### config.mk
export PLATFORM = sky130hd
export DESIGN_NAME = ste_isqrt
export DESIGN_NICKNAME = d
export VERILOG_FILES = /design/src/rtl/ste_pkg.sv /design/src/rtl/ste_isqrt.sv
export SDC_FILE = /design/constraint.sdc
export NUM_CORES = 1
export LEC_CHECK = 0
export BUFFER_PORTS_ARGS = -buffer_cell sky130_fd_sc_hd__clkbuf_2
export CAP_MARGIN = 20
export CELL_PAD_IN_SITES_DETAIL_PLACEMENT = 0
export CELL_PAD_IN_SITES_GLOBAL_PLACEMENT = 1
export CORE_ASPECT_RATIO = 1.75
export CORE_MARGIN = 2
export CORE_UTILIZATION = 25
export CTS_CLUSTER_DIAMETER = 30
export CTS_CLUSTER_SIZE = 40
export DETAILED_ROUTE_END_ITERATION = 10
export PLACE_DENSITY = 0.51
export SYNTH_ARGS = -nofsm -noshare
export SYNTH_HDL_FRONTEND = slang
export SYNTH_SLANG_ARGS = --single-unit
export TNS_END_PERCENT = 50
### constraint.sdc
create_clock -name clk -period 6.6 [get_ports clk]
set_input_delay 0 -clock clk [delete_from_list [all_inputs] [get_ports clk]]
set_output_delay 0 -clock clk [all_outputs]
set_load 0.02 [all_outputs]
### src/rtl/ste_pkg.sv
`timescale 1ns / 1ps
// ----------------------------------------------------------------------------
// ste_pkg
// shared types, constants and register codes of the sobel edge block
// ----------------------------------------------------------------------------
package ste_pkg;

  localparam int unsigned MAX_WIDTH_DEF  = 2048;
  localparam int unsigned MAX_HEIGHT_DEF = 2048;

  localparam int unsigned PIX_W    = 8;
  localparam int unsigned GRAD_W   = 11;
  localparam int unsigned MAG_W    = 17;
  localparam int unsigned SUM_W    = 38;
  localparam int unsigned CNT_W    = 23;
  localparam int unsigned SIZE_W   = 12;
  localparam int unsigned GAIN_W   = 25;
  localparam int unsigned CFG_W    = 25;
  localparam int unsigned IDX_W    = 2;

  localparam int unsigned SQ_W        = 22;
  localparam int unsigned ROOT_W      = 11;
  localparam int unsigned ISQRT_STEPS = SQ_W / 2;
  localparam int unsigned PROD_W      = ROOT_W + GAIN_W;
  localparam int unsigned SCALE_SHIFT = 8;

  localparam logic [MAG_W-1:0] Q16_ONE = 17'h10000;

  localparam logic [SIZE_W-1:0] WIDTH_RST  = 12'd640;
  localparam logic [SIZE_W-1:0] HEIGHT_RST = 12'd480;
  localparam logic [MAG_W-1:0]  THRESH_RST = 17'd6554;
  localparam logic [GAIN_W-1:0] GAIN_RST   = 25'd11634;

  typedef enum logic [IDX_W-1:0] {
    REG_WIDTH  = 2'd0,
    REG_HEIGHT = 2'd1,
    REG_THRESH = 2'd2,
    REG_GAIN   = 2'd3
  } reg_idx_t;

  typedef struct packed {
    logic             start;
    logic [SQ_W-1:0]  value;
  } sqrt_req_t;

  typedef struct packed {
    logic              done;
    logic [ROOT_W-1:0] root;
  } sqrt_rsp_t;

endpackage

### src/rtl/ste_isqrt.sv
`timescale 1ns / 1ps
// ----------------------------------------------------------------------------
// ste_isqrt
// floor integer square root, one result bit per cycle
// ----------------------------------------------------------------------------
module ste_isqrt (
  input  logic               clk,
  input  logic               rst_n,
  input  ste_pkg::sqrt_req_t req,
  output ste_pkg::sqrt_rsp_t rsp
);

  localparam int unsigned W    = ste_pkg::SQ_W;
  localparam int unsigned CW   = $clog2(ste_pkg::ISQRT_STEPS);
  localparam logic [CW-1:0] LAST_STEP = CW'(ste_pkg::ISQRT_STEPS - 1);

  logic          busy_r, busy_nxt;
  logic          done_r, done_nxt;
  logic [CW-1:0] cnt_r, cnt_nxt;
  logic [W-1:0]  rem_r, rem_nxt;
  logic [W-1:0]  res_r, res_nxt;
  logic [W-1:0]  bit_r, bit_nxt;
  logic [W-1:0]  trial;

  assign trial = res_r + bit_r;

  always_comb begin
    busy_nxt = busy_r;
    done_nxt = 1'b0;
    cnt_nxt  = cnt_r;
    rem_nxt  = rem_r;
    res_nxt  = res_r;
    bit_nxt  = bit_r;
    if (req.start) begin
      busy_nxt = 1'b1;
      cnt_nxt  = '0;
      rem_nxt  = req.value;
      res_nxt  = '0;
      bit_nxt  = W'(1) << (W - 2);
    end else if (busy_r) begin
      if (rem_r >= trial) begin
        rem_nxt = rem_r - trial;
        res_nxt = (res_r >> 1) + bit_r;
      end else begin
        res_nxt = res_r >> 1;
      end
      bit_nxt = bit_r >> 2;
      cnt_nxt = cnt_r + CW'(1);
      if (cnt_r == LAST_STEP) begin
        busy_nxt = 1'b0;
        done_nxt = 1'b1;
      end
    end
  end

  always_ff @(posedge clk) begin
    if (!rst_n) begin
      busy_r <= 1'b0;
      done_r <= 1'b0;
      cnt_r  <= '0;
    end else begin
      busy_r <= busy_nxt;
      done_r <= done_nxt;
      cnt_r  <= cnt_nxt;
    end
    rem_r <= rem_nxt;
    res_r <= res_nxt;
    bit_r <= bit_nxt;
  end

  assign rsp.done = done_r;
  assign rsp.root = res_r[ste_pkg::ROOT_W-1:0];

endmodule

### After elaboration in Yosys (flattened, before gate mapping)

Cells that the tools add are included.

* logic and storage cells: 27
* input port bits: 25
* flip-flop bits (word level): 61
* output and inout port bits: 12

* muxes and demuxes: 8
* $lt $le $gt $ge: 1
* reduce and logical (&&, ||, !) cells: 5
* add/subtract/negate cells: 4
* bitwise gates (word level): 2
* eq/ne operators: 1

Operator list (number)
* $mux W22: 4
* $add A21 B21 Y22: 1
* $add A22 B21 Y22: 1
* $ge A22 B22 Y1: 1
* $sub A22 B22 Y22: 1
* $add A4 B1 Y4 const B: 1
* $eq A4 B4 Y1 const B: 1
* $mux W1: 4
* $reduce_bool A2 Y1: 2
* $reduce_or A3 Y1: 1
* $not A1 Y1: 2
* $reduce_and A2 Y1: 1
* $reduce_or A2 Y1: 1

### Logic depth before layout (Yosys ltp)

Gate-level depths: netlist of run 1.

* word-level depth: 5
* mapped depth: 21
* mapped depth without buffers: 19

### Worst setup path after synthesis of run 1

Ideal clock, no wire load.

* path kind: register to register
* from: reg res_r[0]
* to: reg rem_r[0] (enable)
* arrival time: 5.070 ns
* path slack: 1.098 ns
* cell stages (with the launch flop): 20
* period minus slack after synthesis: 5.502 ns
* buffers on the path: 2
* setup time: 0.432 ns
* data required time: 6.168 ns
* path through: dfxtp_1 -> ha_1 -> ha_1 -> a21oi_1 -> o21bai_1 -> a31o_2 -> a31o_2 -> a31oi_1 -> nor2_1 -> nor4b_1 -> a211oi_1 -> ha_1 -> and3_4 -> and2_4 -> nand4_1 -> a211oi_2 -> nor2_2 -> buf_6 -> buf_6 -> o21ai_0

* longest elaborated chain between the ends: 4

RTL lines
* start: declaration: line ste_isqrt.sv:21 `logic [W-1:0] res_r, res_nxt;`
* start signal: assignment: line ste_isqrt.sv:67 `res_r <= res_nxt;`
* $add A22 B21 Y22: line ste_isqrt.sv:25 `assign trial = res_r + bit_r;`
* $ge A22 B22 Y1: line ste_isqrt.sv:41 `if (rem_r >= trial) begin`
* $reduce_bool A2 Y1 (no line)
* $reduce_and A2 Y1 (no line)
* end signal: assignment: line ste_isqrt.sv:66 `rem_r <= rem_nxt;`
* end: declaration: line ste_isqrt.sv:20 `logic [W-1:0] rem_r, rem_nxt;`

No other way between the ends.
A chain may end at the register's enable or synchronous reset.

### Worst setup path in the final report of run 1

* from: reg res_r[2]
* to: reg res_r[20]

* longest elaborated chain between the ends: 3
* elaborated cells on any way between the ends: 4
* those cells by class: add/sub (2); order compare (1); mux (1)

RTL lines (line)
* $add A22 B21 Y22: ste_isqrt.sv:25
* $ge A22 B22 Y1: ste_isqrt.sv:41
* $mux W22 (*): ste_isqrt.sv:41

Every way passes the cells marked *; elsewhere a longest branch is shown, timed or not.

==> results of run 1 <==
power breakdown:
group	switching (mW)	total (mW)	internal (mW)
registers	0.0640	0.557	0.493
clock network	0.196	0.529	0.333
logic	0.597	1.02	0.423
state kept, by name, indices dropped and copies added (netlist names):
signal	count
busy_r	1
rem_r	22
bit_r	11
done_r	1
cnt_r	4
res_r	22
layout by cell type, fill, tap and decap left out, types with 4 or more instances in the layout:
cell / n
o31ai_1: 6
o21a_1: 8
ha_1: 48
a31o_2: 8
clkbuf_2: 36
inv_1: 17
nor3_1: 10
o21ai_1: 4
xor2_1: 19
mux2_2: 4
o21ai_0: 27
xnor2_1: 27
o211ai_1: 4
and3_1: 4
edfxtp_1: 22
dfxtp_1: 38
a211oi_1: 19
nor4_1: 5
nand3_1: 8
or3_1: 7
a21o_1: 7
mux2i_1: 22
a31oi_1: 18
o21bai_1: 6
clkbuf_16: 9
nor2b_1: 7
nand2_1: 55
a21oi_1: 29
dlygate4sd3_1: 20
nor2_1: 74
a311oi_1: 5
layout make-up:
| cell class | instances | area (sq um) |
|---|---|---|
| fillers | 2109 | 13700 |
| multi-input cells | 472 | 3260 |
| flip-flops and latches | 61 | 1440 |
| repair buffers | 60 | 423 |
| well taps | 245 | 307 |
| clock buffers | 9 | 225 |
| clock inverters | 7 | 98.8 |
| inverters | 17 | 63.8 |
cells by family after synthesis:
| kind of cell | after synthesis |
|---|---|
| buf+inv | 52 |
| compound gates | 159 |
| xor+xnor | 46 |
| simple gates | 192 |
| flops | 61 |
| mux | 26 |
| fa+ha+maj | 49 |
final timing paths:
path                         startpoint                      to  cells past startpoint
setup / recovery  res_r[2]$_SDFFE_PP0P_  res_r[20]$_SDFFE_PP0P_                     19
hold / removal                   req[8]      rem_r[8]$_DFFE_PP_                      3
setup reg to reg  res_r[2]$_SDFFE_PP0P_  res_r[20]$_SDFFE_PP0P_                     19
hold reg to reg   cnt_r[3]$_SDFFE_PP0P_   cnt_r[3]$_SDFFE_PP0P_                      2
per-stage QoR:
step / util [%] / setup slack, ps / instances / instance area (sq um)
after CTS: 29.6 / 1350 / 870 / 5800
final: 29.7 / 1420 / 871 / 5820
after global placement: 27.0 / 1430 / 834 / 5280
after detailed placement: 27.0 / 1380 / 834 / 5280
after floorplan: - / 1100 / 585 / 4960
after global routing: 29.7 / 960 / 871 / 5820
worst min-delay path, delay by kind of cell:
kind,cells,cell delay (ps)
compound gates,1,80
buf+inv,1,80
simple gates,1,70
metal layers:
metal	vias to the layer above	GRT usage, %	share of wire (%)
met1	1989	15.2	42
met4	0	7.26	3.4
met5	-	0	0
met3	24	1.91	1.8
met2	48	25.9	53
li1	2208	-	-
==> out/metrics.cfg, run 1 <==
[routing]
postRouteAntennaNets = 0
viasPerCell = 4.90
vias = 4269
detail_route.wl_per_cell_microns = 16.2
routed_wirelength_microns = 14100
detailedRoute.firstIterationViolations = 123
dr.pass1.iters = 4
post-route-drc-count = 0

[synth]
yosys.area_share.simple_pct = 17.8
synthMuxAreaShare_pct = 5.35
syn_nets = 659
yosysTopAreaCellShare_pct = 15.7
ys_top_cells_by_count = nor2_1 (74), nand2_1 (55), ha_1 (48)
synth_xor_xnor_area_share_pct = 8.12
ys.flop_type = dfxtp_1
synth_top_cell_by_area = dfxtp_1
ys_seq_area_share_pct = 29.0
synth-edff-count = 22
synth_compound_area_share_pct = 21.8
synth_top_family_by_area = compound AO/OA/AOI/OAI gates
synthCells = 585
synth-async-reset-ratio_pct = 0
yosysMostFrequentCell = nor2_1
syn_area_sq_um = 4960
yosys-top-cells-area = dfxtp_1 (16%), edfxtp_1 (13%), ha_1 (12%)
synth_cell_type_count = 62
synth_warnings = 0
synth_seq_cells = 61
synth_area_per_cell_sq_um = 8.48
synth_adder_area_share_pct = 12.5

[timing]
hold_violations = 0
period_minus_slack_ps = 5180
slew_headroom_pct = 43.6
worst_pin_slew_ps = 845
drv_slew = 0
finalCritPeriodShare_pct = 78.5
finalClockSkew_ps = 10.4
max_freq_mhz = 193
setup_violations = 0
rsz0062_at_grt = no
finalSetupTns_ps = 0
hold_slack_ps = 9.16

[cells_and_area]
drive_gt1_share_pct = 12.9
fin_nets = 695
diodes = 0
syn_to_final_growth_pct = 17.3

[cts]
cts_resized = 0
hold_buffers = 20
tritoncts = yes
clock_sinks = 61
clock_latency_ps = 340
cts_buffer_depth = 2
clkTransAtPathRegs_ps = 60
cts_buffers = 9
h-tree-depth = 3
cts_root_buf = clkbuf_16
post-cts-setup-buffers = 0

[floorplanning]
die_x_microns = 111
rows = 68
initial_core_util_pct = 25.4
dieArea_sq_um = 21000
num_io_pins = 37
core-area_sq_um = 19600
die_y_microns = 190

[critical_path]
worstSetupPathType = flip-flop to flip-flop
arrival_ps = 5420
critPathLaunchType = flip-flop
reg2reg_slack_ps = 1420
required_ps = 6840
slowest_delay_ps = 500
crit_family = compound AO/OA/AOI/OAI gates
end_kind = flip-flop
cpMaxStageDelayCell = nor4_1
crit_buf_inv = 1
cp_max_fo = 40
crit_chain = ha_1 -> a31oi_1 -> o21bai_1 -> a31oi_1 -> nor4_1 -> nor4_1 -> nor2_1 -> nor2_1 -> xor2_1 -> ha_1 -> a21o_1 -> a21oi_1 -> o21ai_0 -> a221o_1 -> nor2_2 -> buf_4 -> a211o_1 -> a21oi_1 -> a2111oi_2

[global_route]
grt_max_degree = 69
grt.overflow.total = 0
grt_pass1_wl_microns = 23100
grt_use_total_pct = 13.9
antenna_found_initial = 0
grt_pass1_vias = 4461

[power_and_ir_drop]
vdd_ir_drop_max_mv = 0.114
p_leak_nw = 2.28
fin_total_pwr_mw = 2.11
powerDensity_nw_per_um2 = 362

[placed_design]
io_buffers = 36
place_congestion = 0.843
dp_hpwl_microns = 10400

[job]
maxCapViolCount = 0

[worst_hold_path]
hp-class = input port to flip-flop

[run_status]
status = completed

Power figures use the tool's default switching activity.
==> run 2, diff against run 1 <==
==> constraint.sdc (replaced) <==
create_clock -name clk -period 5 [get_ports clk]
set_input_delay 0 -clock clk [delete_from_list [all_inputs] [get_ports clk]]
set_output_delay 0 -clock clk [all_outputs]
set_load 0.02 [all_outputs]
==> run 2 against run 1 <==
First-iteration DRC count rose by 11%. Global-route usage rose by 0.23 points. Sequential share of layout area shrank 0.41 points. Critical path type unchanged.
==> out/metrics.cfg, run 2 (synthesis gave the netlist of run 1 again) <==
[timing]
setup_violations = 0
hold_violations = 0
drv_slew = 0
finalClockSkew_ps = 12.2
max_freq_mhz = 213
period_minus_slack_ps = 4690
rsz0062_at_grt = no
slew_headroom_pct = 48.7
finalCritPeriodShare_pct = 93.9
finalSetupTns_ps = 0
worst_pin_slew_ps = 768

[floorplanning]
num_io_pins = 37
rows = 68
dieArea_sq_um = 21000
core-area_sq_um = 19600
die_y_microns = 190
die_x_microns = 111
initial_core_util_pct = 25.4

[cts]
h-tree-depth = 3
cts_buffer_depth = 2
cts_buffers = 9
clock_latency_ps = 350
cts_root_buf = clkbuf_16
clkTransAtPathRegs_ps = 70
clock_sinks = 61
post-cts-setup-buffers = 0
tritoncts = yes

[placed_design]
io_buffers = 36
dp_hpwl_microns = 10900
place_congestion = 0.811

[power_and_ir_drop]
powerDensity_nw_per_um2 = 469
fin_total_pwr_mw = 2.77
p_leak_nw = 2.35
vdd_ir_drop_max_mv = 0.175

[routing]
viasPerCell = 4.97
vias = 4396
detail_route.wl_per_cell_microns = 16.5
post-route-drc-count = 0
detailedRoute.firstIterationViolations = 136
postRouteAntennaNets = 0
dr.pass1.iters = 6
routed_wirelength_microns = 14600

[cells_and_area]
fin_nets = 708
fill_cells = 2126
diodes = 0
reg_top3 = rem_r x22, res_r x22, bit_r x11
drive_gt1_share_pct = 14.9
layout_commonest_cell = nor2_1
final_cell_mix = nor2_1 (74), nand2_1 (55), ha_1 (48)
syn_to_final_growth_pct = 19.2

[global_route]
grt_pass1_wl_microns = 23300
grt_use_total_pct = 14.1
grt.overflow.total = 0
antenna_found_initial = 0
grt_pass1_vias = 4493
grt_max_degree = 68

[critical_path]
r2r-start = res_r[0]$_SDFFE_PP0P_
crit_path_start = res_r[0]$_SDFFE_PP0P_
crit_buf_inv = 1
crit_chain = ha_1 -> ha_1 -> a21oi_1 -> o21bai_1 -> a31o_2 -> a31o_2 -> a31oi_2 -> nor2_1 -> o21ai_0 -> xor2_1 -> ha_1 -> and3_4 -> and2_4 -> a31o_1 -> a221o_1 -> nor2_2 -> buf_12 -> a211o_1 -> a21oi_1 -> a2111oi_2
worstSetupPathType = flip-flop to flip-flop
cp_max_fo = 40
slowest_delay_ps = 350
worstRegToRegCells = 20
crit_family = compound AO/OA/AOI/OAI gates
required_ps = 5250
r2r-end = res_r[20]$_SDFFE_PP0P_
arrival_ps = 4940
reg2reg_slack_ps = 310
crit_top_cell = ha_1
endpoint = res_r[20]$_SDFFE_PP0P_
cp.depth = 20
critPathLaunchType = flip-flop
end_kind = flip-flop
cpMaxStageDelayCell = a221o_1

[worst_hold_path]
hp-start = req[8]
hp-class = input port to flip-flop

[job]
maxCapViolCount = 0

[run_status]
status = completed

run 2: cell types whose count changed in the layout (fill, tap and decap cells not counted), sizes merged:
cell and delta:
inv +2, clkinv -1, dlygate4sd3 +1, bufinv -1
clkbuf +1, buf +12, clkinvlp -1
run 2: through the flow:
step / setup slack (ps) / cells / area [sq um] / hold WS [ps] / utilization, %
CTS: 188 / 884 / 5900 / 9.90 / 30.1
detailed placement: 225 / 847 / 5400 / 249 / 27.6
floorplan: 97.6 / 585 / 4960 / 128 / -
global route: 8.77 / 884 / 5920 / 12.7 / 30.2
global placement: 257 / 847 / 5400 / 242 / 27.6
finish: 307 / 884 / 5920 / 3.73 / 30.2
run 2: how the worst min path moves through the flow:
stage	end	slack, ps	cells past startpoint
after floorplan	busy_r$_SDFF_PN0_	130	1
after global placement	busy_r$_SDFF_PN0_	240	2
after detailed placement	busy_r$_SDFF_PN0_	250	2
after CTS	rem_r[8]$_DFFE_PP_	10	3
after global routing	rem_r[8]$_DFFE_PP_	10	3
final	rem_r[8]$_DFFE_PP_	4	3
run 2: worst min-delay path: stages:
cell,delay [ps]
clkbuf_2,70
nand2_1,70
o21ai_0,90
run 2: power by group:
part	total [mW]	internal, mW	leakage, nW	switching (mW)
clock	0.644	0.387	0.147	0.258
sequential	0.728	0.651	0.539	0.0768
combinational	1.40	0.593	1.66	0.808
run 2: layout make-up:
class | count | area [sq um] | area share, %
Timing Repair Buffer | 73 | 536 | 9.05
Clock inverter | 6 | 61.3 | 1.04
Clock buffer | 10 | 229 | 3.87
Sequential cell | 61 | 1440 | 24.4
Inverter | 17 | 63.8 | 1.08
Tap cell | 245 | 307 | 5.18
Multi-Input combinational cell | 472 | 3280 | 55.4
run 2: layer usage:
layer,vias up,wire length [microns],GRT usage [%]
li1,2245,-,-
met1,2060,5960,15.0
met2,67,7800,27.0
met3,24,313,1.84
met4,0,477,6.97
met5,-,0,0
run 2: timing repair:
action,4_1_cts,5_1_grt
hold endpoints to repair,23,0
hold buffers,21,0
endpoints found under the setup margin,0,40
resized for setup,0,3
==> run 3, diff against run 2 <==
--- a/config.mk
+++ b/config.mk
@@ -15,6 +15,7 @@
 export CTS_CLUSTER_DIAMETER = 30
 export CTS_CLUSTER_SIZE = 40
 export DETAILED_ROUTE_END_ITERATION = 10
+export MAX_ROUTING_LAYER = met4
 export PLACE_DENSITY = 0.51
 export SYNTH_ARGS = -nofsm -noshare
 export SYNTH_HDL_FRONTEND = slang
==> run 3 against run 2 <==
Clock power shrank 0.6%. Non-clock buffer count is the same. Fmax shrank 0.37%. Critical path depth is the same. Sequential share of layout area is the same. Total power shrank 0.19%. Critical endpoint unchanged. Largest cell class unchanged. Largest power group unchanged.
==> out/metrics.cfg, run 3 (synthesis gave the netlist of run 1 again) <==
[global_route]
grt_pass1_wl_microns = 23300
met3_usage_pct = 1.84
grt.met1_usage_pct = 15.0
grt_use_total_pct = 14.5
antenna_found_initial = 0
grt.overflow.total = 0
grt_max_degree = 68
use_met2_pct = 27.1
grt_pass1_vias = 4494
grt_most_used_layer = met2

[power_and_ir_drop]
swShare_pct = 41.1
p_int_mw = 1.63
combPwrFrac_pct = 50.6
p_clk_share_pct = 23.1
fin_total_pwr_mw = 2.77
vdd_ir_drop_max_mv = 0.175
p_leak_nw = 2.35
seq_power_share_pct = 26.3
powerDensity_nw_per_um2 = 468
netSwitchingPower_mw = 1.14

[timing]
hold_violations = 0
slew_headroom_pct = 48.7
hold_slack_ps = 16.9
finalClockSkew_ps = 12.3
worst_pin_slew_ps = 769
finalCritPeriodShare_pct = 94.2
max_freq_mhz = 212
period_minus_slack_ps = 4710
rsz0062_at_grt = no
setup_ws_ps = 289
drv_slew = 0
finalSetupTns_ps = 0
setup_violations = 0

[routing]
vias = 4374
postRouteAntennaNets = 0
detail_route.wl_per_cell_microns = 16.4
detailedRoute.firstIterationViolations = 161
routed_wirelength_microns = 14500
dr.pass1.iters = 5
viasPerCell = 4.95
post-route-drc-count = 0

[cells_and_area]
diodes = 0
final_cell_mix = nor2_1 (74), nand2_1 (55), ha_1 (48)
instances_no_fill = 884
syn_to_final_growth_pct = 19.2
fin_nets = 708
final_cell_area_sq_um = 5920
drive_gt1_share_pct = 14.9
layout_commonest_cell = nor2_1
reg_top3 = rem_r x22, res_r x22, bit_r x11
final_util_pct = 30.2
fill_cells = 2126

[placed_design]
place_ws_ps = 225
dp_hpwl_microns = 10900
dp_cells = 847
place_area_sq_um = 5400
place_congestion = 0.823
io_buffers = 36

[job]
maxCapViolCount = 0

[critical_path]
worstRegToRegCells = 20
cp_max_fo = 40
required_ps = 5240
end_kind = flip-flop
r2r-start = res_r[0]$_SDFFE_PP0P_
reg2reg_slack_ps = 290
critPathLaunchType = flip-flop
crit_path_start = res_r[0]$_SDFFE_PP0P_
r2r-end = res_r[20]$_SDFFE_PP0P_
endpoint = res_r[20]$_SDFFE_PP0P_
worstSetupPathType = flip-flop to flip-flop
arrival_ps = 4950

[cts]
cts_buffer_depth = 2
clock_latency_ps = 350
clock_sinks = 61
cts_buffers = 9
h-tree-depth = 3
clkTransAtPathRegs_ps = 70
post-cts-setup-buffers = 0
cts_root_buf = clkbuf_16
tritoncts = yes

[floorplanning]
die_y_microns = 190
rows = 68
dieArea_sq_um = 21000
core-area_sq_um = 19600
initial_core_util_pct = 25.4
num_io_pins = 37
die_x_microns = 111

[worst_hold_path]
hp-start = req[8]
hp-class = input port to flip-flop

[run_status]
status = completed

run 3: cell counts in the layout (fill, tap and decap cells not counted):
Identical to the previous run, type by type.
run 3: cell type report:
| class | count | area (sq um) | share of cell area, % |
|---|---|---|---|
| timing repair buffer | 73 | 536 | 9.05 |
| clock inverter | 6 | 61.3 | 1.04 |
| sequential | 61 | 1440 | 24.4 |
| tap | 245 | 307 | 5.18 |
| inverter | 17 | 63.8 | 1.08 |
| multi-input combinational | 472 | 3280 | 55.4 |
| clock buffer | 10 | 229 | 3.87 |
run 3: layer usage:
| metal | wire length (microns) | vias up | share of wire [%] |
|---|---|---|---|
| met4 | 467 | 0 | 3.2 |
| met5 | 0 | - | 0 |
| met3 | 252 | 24 | 1.7 |
| met1 | 5980 | 2047 | 41 |
| met2 | 7830 | 61 | 54 |
| li1 | - | 2242 | - |
run 3: power groups by stage:
stage	sequential, mW	combinational (mW)	clock, mW
2_1_floorplan	0.707	1.10	0
3_3_place_gp	0.739	1.38	0
3_5_place_dp	0.741	1.39	0
4_1_cts	0.731	1.41	0.666
5_1_grt	0.740	1.57	0.679
6_report	0.728	1.40	0.640
run 3: critical path, cell delays in order (launching register included):
cell and delay (ps):
dfxtp_1 330, ha_1 210, ha_1 200, a21oi_1 210, o21bai_1 110, a31o_2 260, a31o_2 260, a31oi_2 260
nor2_1 150, o21ai_0 210, xor2_1 180, ha_1 320, and3_4 220, and2_4 160, a31o_1 200, a221o_1 350
nor2_2 160, buf_12 230, a211o_1 160, a21oi_1 70, a2111oi_2 340
run 3: how the worst min path moves through the flow:
stage | end | slack, ps | depth (start not counted)
2_1_floorplan | busy_r$_SDFF_PN0_ | 130 | 1
3_3_place_gp | busy_r$_SDFF_PN0_ | 240 | 2
3_5_place_dp | busy_r$_SDFF_PN0_ | 250 | 2
4_1_cts | rem_r[8]$_DFFE_PP_ | 10 | 3
5_1_grt | rem_r[8]$_DFFE_PP_ | 10 | 3
6_report | rem_r[8]$_DFFE_PP_ | 20 | 3
run 3: timing repair:
| action | 4_1_cts | 5_1_grt |
|---|---|---|
| gates resized for setup | 0 | 3 |
| setup endpoints to repair | 0 | 40 |
| hold buffers | 21 | 0 |
| hold endpoints to repair | 23 | 0 |
